`src/rtl/smvlq_pkg.sv`:
```
// Package for the source-map segment VLQ encoder.
// Holds widths, character codes, sequencer states and the base64 digit function.
// Depends on nothing.
`default_nettype none

package smvlq_pkg;

  localparam int SOURCE_BITS = 16;
  localparam int LINE_BITS   = 24;
  localparam int VAL_BITS    = (SOURCE_BITS > LINE_BITS) ? SOURCE_BITS : LINE_BITS;
  localparam int CODE_BITS   = (VAL_BITS + 1 > 6) ? VAL_BITS + 1 : 6;
  localparam int DIGIT_BITS  = 5;
  localparam int CHAR_BITS   = 7;

  localparam logic [CHAR_BITS-1:0] CHAR_A    = 7'h41;
  localparam logic [CHAR_BITS-1:0] CHAR_LC_A = 7'h61;
  localparam logic [CHAR_BITS-1:0] CHAR_ZERO = 7'h30;
  localparam logic [CHAR_BITS-1:0] CHAR_PLUS = 7'h2b;
  localparam logic [CHAR_BITS-1:0] CHAR_SLSH = 7'h2f;
  localparam logic [CHAR_BITS-1:0] CHAR_SEMI = 7'h3b;

  typedef enum logic [2:0] {
    ST_IDLE,
    ST_GEN_COL,
    ST_SRC,
    ST_LINE,
    ST_SRC_COL,
    ST_SEMI
  } state_t;

  typedef struct packed {
    logic load;
    logic shift;
  } unit_ctrl_t;

  typedef struct packed {
    logic [DIGIT_BITS:0] digit;
    logic                more;
  } unit_stat_t;

  function automatic logic [CHAR_BITS-1:0] b64_char(input logic [DIGIT_BITS:0] d);
    logic [CHAR_BITS-1:0] dx;
    dx = CHAR_BITS'(d);
    if (d < 6'd26) begin
      return CHAR_A + dx;
    end else if (d < 6'd52) begin
      return CHAR_LC_A + dx - 7'd26;
    end else if (d < 6'd62) begin
      return CHAR_ZERO + dx - 7'd52;
    end else if (d == 6'd62) begin
      return CHAR_PLUS;
    end else begin
      return CHAR_SLSH;
    end
  endfunction

endpackage

`default_nettype wire

```
`src/rtl/smvlq_unit.sv`:
```
// Shared VLQ unit: forms the sign-in-low-bit code of a delta and shifts out 5-bit digits.
// Depends on smvlq_pkg.
`default_nettype none

module smvlq_unit (
  input  wire logic                         clk,
  input  wire smvlq_pkg::unit_ctrl_t        ctrl,
  input  wire logic [smvlq_pkg::VAL_BITS-1:0] cur,
  input  wire logic [smvlq_pkg::VAL_BITS-1:0] prev,
  output smvlq_pkg::unit_stat_t             stat
);

  logic [smvlq_pkg::CODE_BITS-1:0] code_r;
  logic [smvlq_pkg::CODE_BITS-1:0] code_nxt;
  logic [smvlq_pkg::VAL_BITS-1:0]  mag;
  logic                            neg;
  logic                            more;

  always_comb begin
    neg = (cur < prev);
    mag = neg ? (prev - cur) : (cur - prev);
    code_nxt = code_r;
    if (ctrl.load) begin
      code_nxt = smvlq_pkg::CODE_BITS'({mag, neg});
    end else if (ctrl.shift) begin
      code_nxt = code_r >> smvlq_pkg::DIGIT_BITS;
    end
  end

  always_ff @(posedge clk) begin
    code_r <= code_nxt;
  end

  assign more = |code_r[smvlq_pkg::CODE_BITS-1:smvlq_pkg::DIGIT_BITS];
  assign stat = {{more, code_r[smvlq_pkg::DIGIT_BITS-1:0]}, more};

endmodule

`default_nettype wire

```
`src/rtl/source_map_segment_vlq_encoder.sv`:
```
// Top level of the source-map segment encoder: sequencer, stored index and line, output register.
// Depends on smvlq_pkg and smvlq_unit.
// On an accepted request the sequencer enters its generated-column state; the output register
// then takes the first character. One character per cycle while out_ready allows; a segment
// is 5 to 12 characters, and a new request is taken only in idle, after the segment's end.
// Reset clears the previous source index and line to zero and empties the output register.
`default_nettype none

module source_map_segment_vlq_encoder (
  input  wire logic                              clk,
  input  wire logic                              rst_n,
  input  wire logic                              in_valid,
  output logic                                   in_ready,
  input  wire logic [smvlq_pkg::SOURCE_BITS-1:0] in_source_index,
  input  wire logic [smvlq_pkg::LINE_BITS-1:0]   in_source_line,
  output logic                                   out_valid,
  input  wire logic                              out_ready,
  output logic [smvlq_pkg::CHAR_BITS-1:0]        out_character,
  output logic                                   out_last
);

  smvlq_pkg::state_t state_r;
  smvlq_pkg::state_t state_nxt;

  logic [smvlq_pkg::SOURCE_BITS-1:0] src_r;
  logic [smvlq_pkg::LINE_BITS-1:0]   lin_r;
  logic [smvlq_pkg::SOURCE_BITS-1:0] prev_src_r;
  logic [smvlq_pkg::LINE_BITS-1:0]   prev_lin_r;

  logic                              out_valid_r;
  logic [smvlq_pkg::CHAR_BITS-1:0]   out_character_r;
  logic                              out_last_r;

  logic                              adv;
  logic                              sel_line;
  logic                              upd_prev;
  logic [smvlq_pkg::CHAR_BITS-1:0]   ch;
  logic                              ch_last;
  logic [smvlq_pkg::VAL_BITS-1:0]    u_cur;
  logic [smvlq_pkg::VAL_BITS-1:0]    u_prev;
  smvlq_pkg::unit_ctrl_t             u_ctrl;
  smvlq_pkg::unit_stat_t             u_stat;

  assign in_ready      = (state_r == smvlq_pkg::ST_IDLE);
  assign adv           = (state_r != smvlq_pkg::ST_IDLE) && (!out_valid_r || out_ready);
  assign sel_line      = (state_r == smvlq_pkg::ST_SRC);
  assign u_cur         = sel_line ? smvlq_pkg::VAL_BITS'(lin_r) : smvlq_pkg::VAL_BITS'(src_r);
  assign u_prev        = sel_line ? smvlq_pkg::VAL_BITS'(prev_lin_r)
                                  : smvlq_pkg::VAL_BITS'(prev_src_r);
  assign out_valid     = out_valid_r;
  assign out_character = out_character_r;
  assign out_last      = out_last_r;

  smvlq_unit u_unit (
    .clk  (clk),
    .ctrl (u_ctrl),
    .cur  (u_cur),
    .prev (u_prev),
    .stat (u_stat)
  );

  always_comb begin
    state_nxt = state_r;
    u_ctrl    = '0;
    ch        = smvlq_pkg::CHAR_A;
    ch_last   = 1'b0;
    upd_prev  = 1'b0;
    unique case (state_r)
      smvlq_pkg::ST_IDLE: begin
        if (in_valid) begin
          state_nxt = smvlq_pkg::ST_GEN_COL;
        end
      end
      smvlq_pkg::ST_GEN_COL: begin
        if (adv) begin
          u_ctrl.load = 1'b1;
          state_nxt   = smvlq_pkg::ST_SRC;
        end
      end
      smvlq_pkg::ST_SRC: begin
        ch = smvlq_pkg::b64_char(u_stat.digit);
        if (adv) begin
          if (u_stat.more) begin
            u_ctrl.shift = 1'b1;
          end else begin
            u_ctrl.load = 1'b1;
            state_nxt   = smvlq_pkg::ST_LINE;
          end
        end
      end
      smvlq_pkg::ST_LINE: begin
        ch = smvlq_pkg::b64_char(u_stat.digit);
        if (adv) begin
          if (u_stat.more) begin
            u_ctrl.shift = 1'b1;
          end else begin
            state_nxt = smvlq_pkg::ST_SRC_COL;
          end
        end
      end
      smvlq_pkg::ST_SRC_COL: begin
        if (adv) begin
          state_nxt = smvlq_pkg::ST_SEMI;
        end
      end
      smvlq_pkg::ST_SEMI: begin
        ch      = smvlq_pkg::CHAR_SEMI;
        ch_last = 1'b1;
        if (adv) begin
          upd_prev  = 1'b1;
          state_nxt = smvlq_pkg::ST_IDLE;
        end
      end
      default: begin
        state_nxt = smvlq_pkg::ST_IDLE;
      end
    endcase
  end

  always_ff @(posedge clk) begin
    if (!rst_n) begin
      state_r     <= smvlq_pkg::ST_IDLE;
      out_valid_r <= 1'b0;
      prev_src_r  <= '0;
      prev_lin_r  <= '0;
    end else begin
      state_r <= state_nxt;
      if (adv) begin
        out_valid_r <= 1'b1;
      end else if (out_ready) begin
        out_valid_r <= 1'b0;
      end
      if (upd_prev) begin
        prev_src_r <= src_r;
        prev_lin_r <= lin_r;
      end
    end
  end

  always_ff @(posedge clk) begin
    if (in_valid && in_ready) begin
      src_r <= in_source_index;
      lin_r <= in_source_line;
    end
    if (adv) begin
      out_character_r <= ch;
      out_last_r      <= ch_last;
    end
  end

  // The closing character of a segment is always the semicolon.
  a_last_is_semi: assert property (@(posedge clk) disable iff (!rst_n)
    out_valid_r && out_last_r |-> out_character_r == smvlq_pkg::CHAR_SEMI)
    else $error("segment end flagged on a character other than the semicolon");

  // An accepted request starts with the generated-column character.
  a_start: assert property (@(posedge clk) disable iff (!rst_n)
    in_valid && in_ready |=> state_r == smvlq_pkg::ST_GEN_COL)
    else $error("sequencer did not start a segment after a request");

  // Leaving the final state places the segment end in the output register.
  a_end: assert property (@(posedge clk) disable iff (!rst_n)
    state_r == smvlq_pkg::ST_SEMI && adv |=>
      state_r == smvlq_pkg::ST_IDLE && out_valid_r && out_last_r)
    else $error("segment end not presented when the sequencer returned to idle");

endmodule

`default_nettype wire
```
`config.mk`:
```
export PLATFORM = sky130hd
export DESIGN_NAME = source_map_segment_vlq_encoder
export DESIGN_NICKNAME = d
export VERILOG_FILES = /design/src/rtl/smvlq_pkg.sv /design/src/rtl/smvlq_unit.sv /design/src/rtl/source_map_segment_vlq_encoder.sv
export SDC_FILE = /design/constraint.sdc
export NUM_CORES = 1
export LEC_CHECK = 0
export ABC_AREA = 1
export CORE_MARGIN = 8
export CORE_UTILIZATION = 43
export CTS_CLUSTER_SIZE = 16
export DETAILED_ROUTE_END_ITERATION = 12
export DONT_BUFFER_PORTS = 1
export SLEW_MARGIN = 25
export SYNTH_ARGS = -nofsm -noshare
export SYNTH_HDL_FRONTEND = slang
export SYNTH_SLANG_ARGS = --single-unit
```
`constraint.sdc`:
```
create_clock -name clk -period 2.9 [get_ports clk]
set_input_delay 0 -clock clk [delete_from_list [all_inputs] [get_ports clk]]
set_output_delay 0 -clock clk [all_outputs]
set_load 0.05 [all_outputs]
```
### Word-level counts from Yosys, hierarchy flattened

Index checks and enable logic that the tools add are counted.

| word-level totals | value |
|---|---|
| bits in registers | 117 |
| logic and storage cells | 75 |
| input bits | 44 |
| output and inout port bits | 10 |

| operators by class | value |
|---|---|
| muxes and demuxes | 30 |
| magnitude comparators | 4 |
| add/sub/neg operators | 7 |
| reduce and logical (&&, ||, !) cells | 11 |
| equal/unequal tests | 14 |

Operator list:

| kind | number |
|---|---|
| $mux 24 | 3 |
| $mux 25 | 2 |
| $sub 24x24->24 | 2 |
| $mux 3 | 9 |
| $lt 24x24->1 | 1 |
| $mux 7 | 3 |
| $reduce_or 20->1 | 1 |
| $pmux 3 s6 | 1 |
| $ne 2x2->1 const B | 8 |
| $add 7x6->7 const A | 2 |
| $pmux 7 s2 | 1 |
| $lt 6x6->1 const B | 2 |
| $mux 1 | 8 |
| $reduce_and 8->1 | 1 |
| $add 6x6->7 const A | 1 |
| $sub 7x5->7 const B | 1 |
| $sub 7x6->7 const B | 1 |
| $eq 3x2->1 const B | 2 |
| $eq 3x3->1 const B | 2 |
| $eq 6x6->1 const B | 1 |
| $lt 6x5->1 const B | 1 |
| $pmux 1 s2 | 2 |
| $reduce_bool 2->1 | 2 |
| $eq 3x1->1 const B | 1 |
| other kinds (7) | 8 |

### Depth between registers and ports, before layout

Gate-level depths: netlist of run 1.

| depth | value |
|---|---|
| depth in word-level cells | 7 |
| mapped depth | 24 |
| gate-level depth less buffers | 23 |

### Modules after synthesis

A second synthesis of run 1 with hierarchy kept.

| second synthesis, totals | value |
|---|---|
| cell total of the unflattened synthesis | 1229 |
| area, all modules | 8578.2 µm² |

Modules (own cells, without submodules):

| module | area each (µm²) | sequential area each (µm²) | cells each | instances |
|---|---|---|---|---|
| smvlq_unit | 4594.4 | 750.7 | 818 | 1 |
| source_map_segment_vlq_encoder | 3983.8 | 2322.2 | 411 | 1 |

### Least setup slack after synthesis of run 1

Ideal clock, no wire load.

| timing path | value |
|---|---|
| path type | register -> register |
| start | register state_r[1] |
| end | register u_unit.code_r[22] (netlist name), data pin |
| arrival time | 2.795 ns |
| data required time | 2.645 ns |
| clock period less this slack | 3.049 ns |
| stages on the path, launching flop included | 22 |
| buffers on the path | 2 |
| setup time | 0.255 ns |
| setup slack | -0.149 ns |
| cell sequence | dfxtp_1 > inv_2 > nor2_4 > inv_2 > nor2_4 > inv_2 > clkbuf_1 > o21ai_0 > ha_1 > inv_1 > fa_1 > nand2_1 > nand3_1 > nand2_1 > nand2_1 > nand2_2 > inv_2 > nor2_4 > buf_6 > nand2_1 > a21oi_1 > nor2_1 |

| between the ends | value |
|---|---|
| cells in the longest elaborated chain, start to end | 5 |
| elaborated cells between the ends (all ways) | 14 |
| those cells by class | 2 x add/sub; 1 x order compare; 2 x eq/ne; 7 x mux; 2 x reduce/logical |

RTL lines:

| element | line | RTL |
|---|---|---|
| from (decl) | source_map_segment_vlq_encoder.sv:22 | `smvlq_pkg::state_t state_r;` |
| from (signal assigned) | source_map_segment_vlq_encoder.sv:122 | `state_r <= smvlq_pkg::ST_IDLE;` |
| from (signal assigned) | source_map_segment_vlq_encoder.sv:127 | `state_r <= state_nxt;` |
| $eq 3x2->1 / $reduce_bool 3->1 (equally long branches) | source_map_segment_vlq_encoder.sv:46, source_map_segment_vlq_encoder.sv:68, source_map_segment_vlq_encoder.sv:45 |  |
| $mux 24 (tied with other cells) | source_map_segment_vlq_encoder.sv:47 | `assign u_cur = sel_line ? smvlq_pkg::VAL_BITS'(lin_r) : smvlq_pkg::VAL_BITS'(src_r);` |
| $sub 24x24->24 (tied with other cells) | smvlq_unit.sv:21 | `mag = neg ? (prev - cur) : (cur - prev);` |
| $mux 24 / $pmux 1 s2 (equally long branches) | smvlq_unit.sv:21, source_map_segment_vlq_encoder.sv:68 |  |
| $mux 25 * | smvlq_unit.sv:23 | `if (ctrl.load) begin` |
| to (signal assigned) | smvlq_unit.sv:31 | `code_r <= code_nxt;` |
| to (decl) | smvlq_unit.sv:13 | `logic [smvlq_pkg::CODE_BITS-1:0] code_r;` |

Mark *: on every way between the ends. The rest lies on a longest branch, timed or not.
A chain may end at the register's enable or synchronous reset.

### Worst setup path after layout of run 1

| timing path | value |
|---|---|
| start | register state_r[1] |
| end | register u_unit.code_r[18] (netlist name), data pin |

| between the ends | value |
|---|---|
| cells in the longest elaborated chain, start to end | 5 |
| elaborated cells between the ends (all ways) | 14 |
| those cells by class | 2 x add/sub; 1 x order compare; 2 x eq/ne; 7 x mux; 2 x reduce/logical |

RTL lines:

| element | line | RTL |
|---|---|---|
| $eq 3x2->1 / $reduce_bool 3->1 (equally long branches) | source_map_segment_vlq_encoder.sv:46, source_map_segment_vlq_encoder.sv:68, source_map_segment_vlq_encoder.sv:45 |  |
| $mux 24 (tied with other cells) | source_map_segment_vlq_encoder.sv:47 |  |
| $sub 24x24->24 (tied with other cells) | smvlq_unit.sv:21 |  |
| $mux 24 / $pmux 1 s2 (equally long branches) | smvlq_unit.sv:21, source_map_segment_vlq_encoder.sv:68 |  |
| $mux 25 * | smvlq_unit.sv:23 |  |
| named net u_unit.code_nxt (one bit) | smvlq_unit.sv:14 | `logic [smvlq_pkg::CODE_BITS-1:0] code_nxt;` |

Mark *: on every way through the listed nets, which the timed path passes. The rest lies on a longest branch.

==> qor.yml, run 1 <==
critical_path:
  slowest_delay_ns: 0.37
  crit-reg2reg-launch: "state_r[1]"
  cpMaxStageDelayCell: "ha_1"
  crit_path_start_kind: "flip-flop"
  critPathMostFrequentCell: "nand2_1"
  end_kind: "flip-flop"
  reg2reg_to: "u_unit.code_r[18]"
  arrival_ns: 3.22
  worstPathMaxFanout: 10
  crit_buf_inv: 7
  worstRegToRegCells: 23
  r2r_setup_slack_ns: -0.15
  worstPathCellList: "inv_2 > nor2_4 > inv_2 > nor2_4 > buf_4 > inv_4 > clkbuf_16 > nand2_1 > o21ai_1 > ha_1 > buf_4 > nand2_2 > buf_4 > nor2_1 > nand3_1 > nor2_1 > nor2_1 > nand3_1 > nand2_1 > nand2_1 > nand2_1 > nand2_1 > nand2_1"
  cp.depth: 23
  critPathKind: "reg -> reg"
  required_ns: 3.08
  crit_family: "simple AND/OR/NAND/NOR gates"
logic_synthesis:
  syn_nets: 1350
  synthMuxAreaShare_pct: 0
  synth_compound_area_share_pct: 11.8
  synthAdderAreaFrac_pct: 8.09
  async_reset_ff_share_pct: 0
  synth_top_family_by_area: "simple AND/OR/NAND/NOR gates"
  syn_area_mm2: 0.00854
  ys_types: 41
  synthCells: 1252
  syn-mean-instance-area_um2: 6.82
  yosys.area_share.simple_pct: 30.7
  synth_flop_cell: "edfxtp_1"
  yosysWarnings: 0
  synth-seq-cells: 117
  yosys.area_share.xor_xnor_pct: 1.74
  synth_edf_count: 73
  yosysSeqAreaShare_pct: 36.0
outcome:
  outcome: "finished with violations"
  violations: "negative setup slack"
sta:
  slew_viol_final: 0
  relSlewSlack_pct: 44.4
  worstMarginPinSlew_ns: 0.833
  finalHoldViolCount: 0
  worst_slack_ns: -0.145
  fin_crit_ns: 3.05
  period_share_pct: 105
  rsz0062_at_grt: "true"
  setup_viol: 23
  fmax_mhz: 328
  fin_skew_ns: 0.00964
die:
  die_area_mm2: 0.0246
  core_mm2: 0.0195
  rows: 51
  die_w_um: 157
  ioPinCount: 54
  start_util_pct: 43.9
  die_y_um: 157
routing:
  dr.pass1.iters: 5
  drt-met1-wl_um: 11400
  vias_per_cell: 4.85
  ant_nets: 0
  wl_met2_um: 12300
  dr_wl_met3_um: 1030
  topRoutingLayerUsed: "met4"
  wirelength_um: 25000
  drt_iter0_markers: 437
  routedWlPerCell_um: 14.7
  num_vias: 8276
  drc: 0
clock_network:
  clk_path_buf_depth: 2
  cts_buffers: 17
  h-tree-depth: 4
  cts_root_buf: "clkbuf_16"
  clkSlewWorstSetupHoldPaths_ns: 0.06
  cts_tree: "yes"
  cts.sinks: 117
  clk_latency_ns: 0.42
cells_and_area:
  final_cell_mix: "nand2_1, inv_1, buf_4"
  nNetsFinal: 1527
  drive_gt1_share_pct: 28.3
  fill_cells: 1691
  num_antenna_cells: 0
  final_core_util_pct: 61.2
  syn2layout_area_growth_pct: 39.5
  layout_commonest_cell: "nand2_1"
placed_design:
  dpl_worst_slack_ns: -0.195
  port_buffers: 0
  routabilityCongestion: 0.906
  dp_hpwl_um: 17100
global_routing:
  gr-total-overflow: 0
  grt_pass1_wl_um: 38000
  grt.total_usage_pct: 19.3
  antenna_found_initial: 0
  grt_pass1_vias: 7809
  grt_max_degree: 53
min_path:
  whs_path_depth: 4
  hp-start: "in_valid"
  hold-path-endpoint: "state_r[2]"
  hold_path.class: "in -> reg"
job:
  drv_cap: 0
-- metal layers --
layer,global-route usage [%],up-vias
li1,-,4273
met3,2.93,18
met4,4.58,0
met1,25.5,3812
met5,0,-
met2,32.6,173
-- per-stage QoR --
step                      instance area (um^2)  hold slack [ns]  TNS [ns]  std cells
final                                    11900           0.0755     -2.56       1707
after CTS                                11000           0.0772    -0.440       1685
after detailed placement                  9490           0.0989     -3.34       1585
after global placement                    9490           0.0989    -0.836       1585
after global routing                     11900           0.0928     -6.12       1707
after floorplan                           8540           0.0989         0       1252
-- area by class of cell --
cell class              instances  area, um^2  area share (%)
clock buffers                  21         472            3.96
clock inverters                11         123            1.03
inverters                     210         801            6.72
multi-input cells             890        5350            44.9
flip-flops and latches        117        3080            25.8
well taps                     265         332            2.78
repair buffers                192        1750            14.7
repair inverters                1        6.26          0.0525
-- worst reg2reg max path, cell delays in order (launching register included) --
cell       delay [ns]
dfxtp_2          0.33
inv_2            0.05
nor2_4           0.10
inv_2            0.06
nor2_4           0.18
buf_4            0.16
inv_4            0.06
clkbuf_16        0.17
nand2_1          0.07
o21ai_1          0.09
ha_1             0.37
buf_4            0.15
nand2_2          0.07
buf_4            0.14
nor2_1           0.16
nand3_1          0.14
nor2_1           0.12
nor2_1           0.07
nand3_1          0.06
nand2_1          0.07
nand2_1          0.06
nand2_1          0.05
nand2_1          0.06
nand2_1          0.04
-- sequential cells by signal, indices dropped and copies added, names as in the netlist --
register,count
u_unit.code_r,25
lin_r,24
prev_lin_r,24
prev_src_r,16
src_r,16
out_character,7
state_r,3
out_last,1
out_valid,1
-- Yosys cell counts, types with 5 or more instances --
cell type	number	area, um^2
a21oi_1	68	340
buf_2	10	50.1
buf_4	5	37.5
buf_6	5	56.3
clkbuf_1	13	48.8
dfxtp_1	44	881
edfxtp_1	73	2190
ha_1	52	651
inv_1	199	747
inv_2	9	33.8
nand2_1	402	1510
nand2_2	13	81.3
nand3_1	60	300
nor2_1	111	417
nor2_2	7	43.8
o21ai_0	101	505
o21ai_1	8	40.0
or2_2	16	100
xor2_1	14	123
-- kinds of logic (layout without fill, tap and decap cells) --
logic type      Yosys count  count (layout)
fa+ha+maj                54              54
flops                   117             117
buf+inv                 246             435
xor+xnor                 17              17
simple gates            625             626
compound gates          193             193
-- repair_timing --
item	4_1_cts	5_1_grt
setup buffers	21	18
pin swaps	6	39
hold buffers	43	0
gates resized for setup	80	185
endpoints found under the setup margin	23	24
cloned	4	5
endpoints found under the hold margin	84	0
-- worst max path at each step --
stage                        end       start
4_1_cts        u_unit.code_r[24]  state_r[1]
6_report       u_unit.code_r[18]  state_r[1]
3_3_place_gp   u_unit.code_r[20]  state_r[1]
5_1_grt         u_unit.code_r[3]  state_r[1]
3_5_place_dp    u_unit.code_r[4]  state_r[1]
2_1_floorplan  u_unit.code_r[22]  state_r[1]
Power of run 1 is not shown: default switching activity piles up to over one toggle a cycle in this logic, so the estimate is an artifact.
==> run 2, diff against run 1 <==
ABC_AREA = default   (was 1)
==> qor.yml, run 2 <==
cells_and_area:
  top_regs: "u_unit.code_r: 25 flops, lin_r: 24 flops, prev_lin_r: 24 flops"
  final_cell_mix: "nand2_1, buf_4, edfxtp_1"
  syn2layout_area_growth_pct: 36.2
  regMostFlops: "u_unit.code_r"
  drive_gt1_share_pct: 27.9  # -0.36 points
  nNetsFinal: 1098  # -28%
  fin_area_mm2: 0.0102  # -14%
  largest_reg_flops: 25  # unchanged
  layout_commonest_cell: "nand2_1"
  num_antenna_cells: 0  # unchanged
  fill_cells: 1480  # -12%
routing:
  dr_wl_met3_um: 512  # -50%
  wl_met2_um: 8850  # -28%
  drt-met1-wl_um: 9590  # -16%
  vias_per_cell: 5.21  # +7.4%
  routedWlPerCell_um: 15.5  # +5.7%
  num_vias: 6447  # -22%
  topRoutingLayerUsed: "met4"
  drt_iter0_markers: 386  # -12%
  ant_nets: 0  # unchanged
  drc: 0  # unchanged
  dr.pass1.iters: 5  # unchanged
  wirelength_um: 19200  # -23%
min_path:
  hold-path-endpoint: "lin_r[7]"
  hp-start: "in_source_line[7]"
  whs_path_depth: 1  # -3
  hold_path.class: "in -> reg"
logic_synthesis:
  async_reset_ff_share_pct: 0  # unchanged
  synth_top_area_share_pct: 29.2  # +3.6 points
  yosys.area_share.xor_xnor_pct: 2.22  # +0.48 points
  syn_nets: 923  # -32%
  synth-seq-cells: 117  # unchanged
  synth_area_leaders: "edfxtp_1, dfxtp_1, ha_1, nand2_1, a21boi_0"
  synth_compound_area_share_pct: 20.7  # +8.9 points
  yosys.area_share.simple_pct: 14.1  # -17 points
  yosysTopAreaCell: "edfxtp_1"
  yosysSeqAreaShare_pct: 41.0  # +5.0 points
  yosysWarnings: 0  # unchanged
  syn-mean-instance-area_um2: 9.09  # +33%
  ys_types: 67  # +63%
  synth_flop_cell: "edfxtp_1"
  synthCells: 825  # -34%
  yosysMostFrequentCell: "nand2_1"
  synthAdderAreaFrac_pct: 9.21  # +1.1 points
  synthMuxAreaShare_pct: 6.21  # +6.2 points
  ys_top_cells_by_count: "nand2_1, edfxtp_1, inv_1"
  synth_edf_count: 73  # unchanged
  syn_area_mm2: 0.00750  # -12%
  synth_top_family_by_area: "compound AO/OA/AOI/OAI gates"
clock_network:
  h-tree-depth: 4  # unchanged
  cts.sinks: 117  # unchanged
  clk_path_buf_depth: 2  # unchanged
  cts_root_buf: "clkbuf_16"
  clk_latency_ns: 0.42  # about the same
  cts_buffers: 17  # unchanged
  cts_tree: "yes"
  clkSlewWorstSetupHoldPaths_ns: 0.06  # about the same
critical_path:
  worstPathMaxFanout: 7  # -3
  r2r_setup_slack_ns: -0.69  # -0.54 ns
  crit-reg2reg-launch: "state_r[2]"
  crit_path_start_kind: "flip-flop"
  worstRegToRegCells: 16  # -30%
  required_ns: 3.07  # about the same
  arrival_ns: 3.76  # +0.54 ns
  critPathKind: "reg -> reg"
  end_kind: "flip-flop"
  reg2reg_to: "u_unit.code_r[24]"
sta:
  fin_skew_ns: 0.0160  # +0.00633 ns
  finalHoldViolCount: 0  # unchanged
  tns_ns: -14.14  # -11.58 ns
  period_share_pct: 124  # +19 points
  worstMarginPinSlew_ns: 0.747  # -0.0868 ns
  slew_viol_final: 0  # unchanged
  setup_viol: 24  # +4.3%
  fmax_mhz: 279  # -15%
  worst_slack_ns: -0.687  # -0.541 ns
  relSlewSlack_pct: 50.2  # +5.8 points
  rsz0062_at_grt: "true"
  fin_crit_ns: 3.59  # +0.541 ns
die:
  die_y_um: 148  # -5.7%
  die_area_mm2: 0.0219  # -11%
  die_w_um: 148  # -5.7%
  start_util_pct: 43.6  # -0.23 points
  rows: 48  # -5.9%
  core_mm2: 0.0172  # -12%
  ioPinCount: 54  # unchanged
placed_design:
  routabilityCongestion: 0.866  # -4.4%
  port_buffers: 0  # unchanged
  dpl_cell_area_mm2: 0.00880  # -7.2%
  dp_hpwl_um: 14400  # -16%
global_routing:
  grt.total_usage_pct: 17.9  # -1.5 points
  gr-total-overflow: 0  # unchanged
  grt_pass1_vias: 6443  # -17%
  grt_pass1_wl_um: 31700  # -17%
  grt_max_degree: 45  # -15%
  antenna_found_initial: 0  # unchanged
job:
  drv_cap: 0  # unchanged
pwr:
  power.density_mw_per_mm2: 617
  peakVddDrop_v: 0.000490
  p_leak_nw: 4.35
outcome:
  violations: "negative setup slack"
  outcome: "finished with violations"
## run 2: cell types whose count changed in the layout (fill, tap and decap cells not counted), sizes merged, moves of 44 or more
cell    delta
nor2      -88
o21ai     -59
nand3     -49
inv      -134
nand2    -263
a21boi    +44
## run 2: power breakdown
group / total, mW / switching [mW] / leakage, nW / internal (mW)
Sequential: 2.14 / 0.156 / 1.05 / 1.99
Combinational: 2.18 / 1.11 / 3.03 / 1.07
Clock: 1.98 / 0.857 / 0.267 / 1.12
Total: 6.30 / 2.12 / 4.35 / 4.18
## run 2: critical path, cell delays in order, from the launching register on
cell	delay (ns)
dfxtp_2	0.32
nand2b_4	0.14
nor2_4	0.22
buf_6	0.17
buf_4	0.13
mux2_2	0.36
ha_2	0.38
and4_1	0.25
o21ai_0	0.10
a31oi_1	0.20
buf_4	0.17
o22a_1	0.20
a21oi_2	0.09
buf_4	0.16
o211ai_1	0.24
a211o_1	0.17
nand2_1	0.05
## run 2: per-layer routing
layer | vias to the layer above | GRT usage (%)
met4 | 0 | 5.56
met3 | 13 | 2.90
li1 | 3245 | -
met1 | 3076 | 24.2
met2 | 113 | 28.6
met5 | - | 0
## run 2: area by class of cell
type	instances	area (um^2)	share of cell area (%)
Clock buffer	17	425	4.16
Clock inverter	15	130	1.27
Inverter	66	248	2.43
Multi-Input combinational cell	593	4320	42.3
Sequential cell	117	3070	30.1
Tap cell	225	282	2.76
Timing Repair Buffer	205	1740	17.0
## run 2: logic make-up after synthesis
family / Yosys count
AO/OA/AOI/OAI: 232
XOR/XNOR: 19
adder cells (fa/ha/maj): 54
buffers and inverters: 116
flip-flops: 117
multiplexers: 44
AND/OR/NAND/NOR: 243
## run 2: stage by stage
| step | util (%) | power (mW) | std cells | worst slack, ns | hold slack, ns |
|---|---|---|---|---|---|
| global route | 59.5 | 6.63 | 1238 | -0.873 | 0.186 |
| CTS | 57.8 | 6.17 | 1228 | -0.637 | 0.182 |
| global placement | 51.1 | 3.97 | 1148 | -0.749 | 0.0990 |
| floorplan | - | 3.36 | 825 | -0.793 | 0.0989 |
| finish | 59.5 | 6.30 | 1238 | -0.687 | 0.202 |
| detailed placement | 51.2 | 4.01 | 1149 | -0.804 | 0.0989 |
## run 2: repair_timing
item                                    CTS  global route
hold buffers                             44             0
buffers inserted                          2             9
endpoints found under the setup margin   24            25
pin swaps                                15            24
cloned                                    1             1
gates resized for setup                  26            43
hold endpoints to repair                 84             0
## run 2: worst max-delay path by stage
stage / startpoint / endpoint / cells after the start
6_report: state_r[2] / u_unit.code_r[24] / 16
5_1_grt: state_r[2] / u_unit.code_r[24] / 16
3_5_place_dp: state_r[2] / u_unit.code_r[13] / 14
4_1_cts: state_r[2] / u_unit.code_r[8] / 17
2_1_floorplan: state_r[2] / u_unit.code_r[21] / 19
3_3_place_gp: state_r[2] / u_unit.code_r[2] / 15
Power figures use the tool's default switching activity.
==> run 3, diff against run 2 <==
ABC_AREA = 1   (was default)
SYNTH_HIERARCHICAL = 1   (was default)
TNS_END_PERCENT = 10   (was default)
==> qor.yml, run 3 <==
critical_path:
  r2r_setup_slack_ns: -0.008  # +0.68 ns
  cpMaxStageDelayCell: "fa_2"
  crit-reg2reg-launch: "state_r[0]"
  worstPathCellList: "nor2_4 > nand2_8 > buf_6 > mux2_4 > ha_4 > fa_2 > inv_2 > nand3_2 > nand3_2 > nand2_1 > nand2_2 > nand2_4 > nand3_4 > buf_6 > nand2_1 > a21oi_1 > nor2_1"
  critPathKind: "reg -> reg"
  reg2reg_to: "u_unit/code_r[23]"
  end_kind: "flip-flop"
  arrival_ns: 3.08  # -0.68 ns
  required_ns: 3.08  # about the same
  worstPathMaxFanout: 6  # -1
  slowest_delay_ns: 0.37  # about the same
  crit_path_start_kind: "flip-flop"
  worstRegToRegCells: 17  # +1
pwr:
  p_leak_nw: 5.34  # +23%
  power.density_mw_per_mm2: 1260  # +100%
  swShare_pct: 47.0  # +13 points
  p_comb_share_pct: 62.6  # +28 points
  p_sw_mw: 6.50  # +210%
  pwr-share-seq_pct: 22.0  # -12 points
  power.internal_mw: 7.32  # +75%
  clock_power_share_pct: 15.3  # -16 points
  peakVddDrop_v: 0.000597  # +22%
routing:
  drt_iter0_markers: 460  # +19%
  drc: 0  # unchanged
  ant_nets: 0  # unchanged
  routedWlPerCell_um: 14.2  # -8.5%
  vias_per_cell: 4.82  # -7.4%
  wirelength_um: 22800  # +19%
  dr.pass1.iters: 5  # unchanged
  num_vias: 7761  # +20%
cells_and_area:
  layout_commonest_cell: "nand2_1"
  final_cell_count_no_fill: 1610  # +30%
  num_antenna_cells: 0  # unchanged
  final_core_util_pct: 56.0  # -3.5 points
  syn2layout_area_growth_pct: 27.4
  largest_reg_flops: 25  # unchanged
  fill_cells: 1868  # +26%
  nNetsFinal: 1431  # +30%
  regMostFlops: "u_unit/code_r"
  final_cell_mix: "nand2_1, inv_1, nor2_1"
  drive_gt1_share_pct: 19.3  # -8.7 points
  top_regs: "u_unit/code_r: 25 flops, lin_r: 24 flops, prev_lin_r: 24 flops"
logic_synthesis:
  async_reset_ff_share_pct: 0  # unchanged
  yosysTopAreaCell: "edfxtp_1"
  synth-seq-cells: 117  # unchanged
  yosysMostFrequentCell: "nand2_1"
  ys_types: 38  # -43%
  synth_top_area_share_pct: 25.6  # -3.7 points
  synth_edf_count: 73  # unchanged
  ys_top_cells_by_count: "nand2_1, inv_1, nor2_1"
  yosysSeqAreaShare_pct: 35.8  # -5.2 points
  synth_flop_cell: "edfxtp_1"
  synth_area_leaders: "edfxtp_1, nand2_1, dfxtp_1, inv_1, ha_1"
  syn-mean-instance-area_um2: 6.98  # -23%
  synthCells: 1229  # +49%
  syn_nets: 1327  # +44%
  syn_area_mm2: 0.00858  # +14%
  yosysWarnings: 6  # +6
global_routing:
  grt_pass1_wl_um: 35900  # +13%
  gr-usage-met2_pct: 30.6  # +2.0 points
  antenna_found_initial: 0  # unchanged
  grt.total_usage_pct: 18.1  # +0.28 points
  grt_util_met3_pct: 2.99  # +0.084 points
  use_met1_pct: 23.1  # -1.0 points
  gr-total-overflow: 0  # unchanged
  top_usage_layer: "met2"
  grt_max_degree: 49  # +8.9%
  grt_pass1_vias: 7506  # +16%
die:
  die_y_um: 157  # +6.2%
  core_mm2: 0.0195  # +14%
  die_area_mm2: 0.0247  # +13%
  rows: 51  # +6.3%
  start_util_pct: 43.9  # +0.28 points
  ioPinCount: 54  # unchanged
  die_w_um: 157  # +6.2%
sta:
  relSlewSlack_pct: 66.5  # +16 points
  worst_slack_ns: -0.00815  # +0.678 ns
  slew_viol_final: 0  # unchanged
  period_share_pct: 100  # -23 points
  worstMarginPinSlew_ns: 0.502  # -0.244 ns
  fin_crit_ns: 2.91  # -0.678 ns
  finalHoldViolCount: 0  # unchanged
  rsz0062_at_grt: "true"
  fmax_mhz: 344  # +23%
  setup_viol: 1  # -96%
  fin_skew_ns: 0.0133  # -0.00271 ns
min_path:
  hold-path-endpoint: "lin_r[21]"
  whs_path_depth: 1  # unchanged
  hp-start: "in_source_line[21]"
  hold_path.class: "in -> reg"
clock_network:
  clk_path_buf_depth: 2  # unchanged
  h-tree-depth: 4  # unchanged
  clk_latency_ns: 0.43  # about the same
  cts_buffers: 17  # unchanged
  cts_root_buf: "clkbuf_16"
  cts_tree: "yes"
  clkSlewWorstSetupHoldPaths_ns: 0.06  # about the same
  cts.sinks: 117  # unchanged
placed_design:
  dp_hpwl_um: 16500  # +15%
  port_buffers: 0  # unchanged
  dp_cells: 1518  # +32%
  routabilityCongestion: 0.928  # +7.2%
outcome:
  outcome: "finished with violations"
  violations: "negative setup slack"
job:
  drv_cap: 0  # unchanged
==> run 3: changes by cell type in the layout (fill, tap and decap cells not counted), sizes merged, moves of 16 or more <==
cell	delta
inv	+132
buf	-83
nand3	+57
a21boi	-44
nand2	+254
mux2i	-27
nor2	+117
o211ai	-16
==> run 3: how the worst max path moves through the flow <==
stage / to / startpoint
floorplan: u_unit/code_r[23] / state_r[2]
global route: u_unit/code_r[22] / state_r[0]
detailed placement: u_unit/code_r[24] / state_r[2]
finish: u_unit/code_r[23] / state_r[0]
global placement: u_unit/code_r[10] / state_r[2]
CTS: u_unit/code_r[5] / state_r[2]
==> run 3: stage by stage <==
step	TNS, ns	cell area (um^2)	power, mW	hold slack, ns	setup WS (ns)
after CTS	-0.00944	10500	13.0	0.183	-0.00524
after global placement	-0.266	9180	10.1	0.0989	-0.0454
after global routing	-1.87	10900	14.9	0.187	-0.117
after floorplan	0	8580	8.17	0.0989	0.0389
final	-0.00815	10900	13.8	0.197	-0.00815
after detailed placement	-0.516	9180	10.1	0.0989	-0.0736
==> run 3: logic make-up (layout without fill, tap and decap cells) <==
family	count (synthesis)	after routing	share of synthesized area, %
compound gates	121	121	7.29
xor+xnor	18	18	1.84
fa+ha+maj	54	54	8.05
buf+inv	247	362	12.2
flops	117	117	35.8
mux	32	32	4.20
simple gates	640	641	30.6
==> run 3: critical path, delay by kind of cell (launching register included) <==
family / cells / cell delay [ns]
multiplexers: 1 / 0.32
buffers and inverters: 3 / 0.34
flip-flops: 1 / 0.33
AND/OR/NAND/NOR: 10 / 0.97
AO/OA/AOI/OAI: 1 / 0.16
adder cells (fa/ha/maj): 2 / 0.54
==> run 3: metal layers <==
layer / share of wire [%] / up-vias
met4: 2.6 / 0
met3: 3.8 / 41
li1: - / 4036
met1: 47 / 3515
met5: 0 / -
met2: 47 / 169
==> run 3: area by class of cell <==
cell class / count / area [um^2] / area share [%]
clock buffers: 21 / 460 / 4.21
clock inverters: 10 / 123 / 1.12
flip-flops and latches: 117 / 3080 / 28.1
multi-input cells: 866 / 4940 / 45.2
repair inverters: 2 / 17.5 / 0.160
repair buffers: 124 / 1190 / 10.9
well taps: 265 / 332 / 3.03
inverters: 205 / 782 / 7.16
==> run 3: power groups by stage <==
| stage | registers, mW | logic [mW] | clock network (mW) |
|---|---|---|---|
| after floorplan | 2.95 | 5.22 | 0 |
| after global placement | 3.05 | 7.06 | 0 |
| after detailed placement | 3.06 | 7.09 | 0 |
| after CTS | 3.04 | 7.80 | 2.16 |
| after global routing | 3.10 | 9.57 | 2.22 |
| final | 3.04 | 8.66 | 2.12 |
==> run 3: repair_timing <==
action | CTS | global route
endpoints found under the hold margin | 84 | 0
cloned | 2 | 5
resized for setup | 35 | 81
setup endpoints to repair | 20 | 24
pin swaps | 4 | 16
setup buffers | 3 | 7
hold buffers | 45 | 0
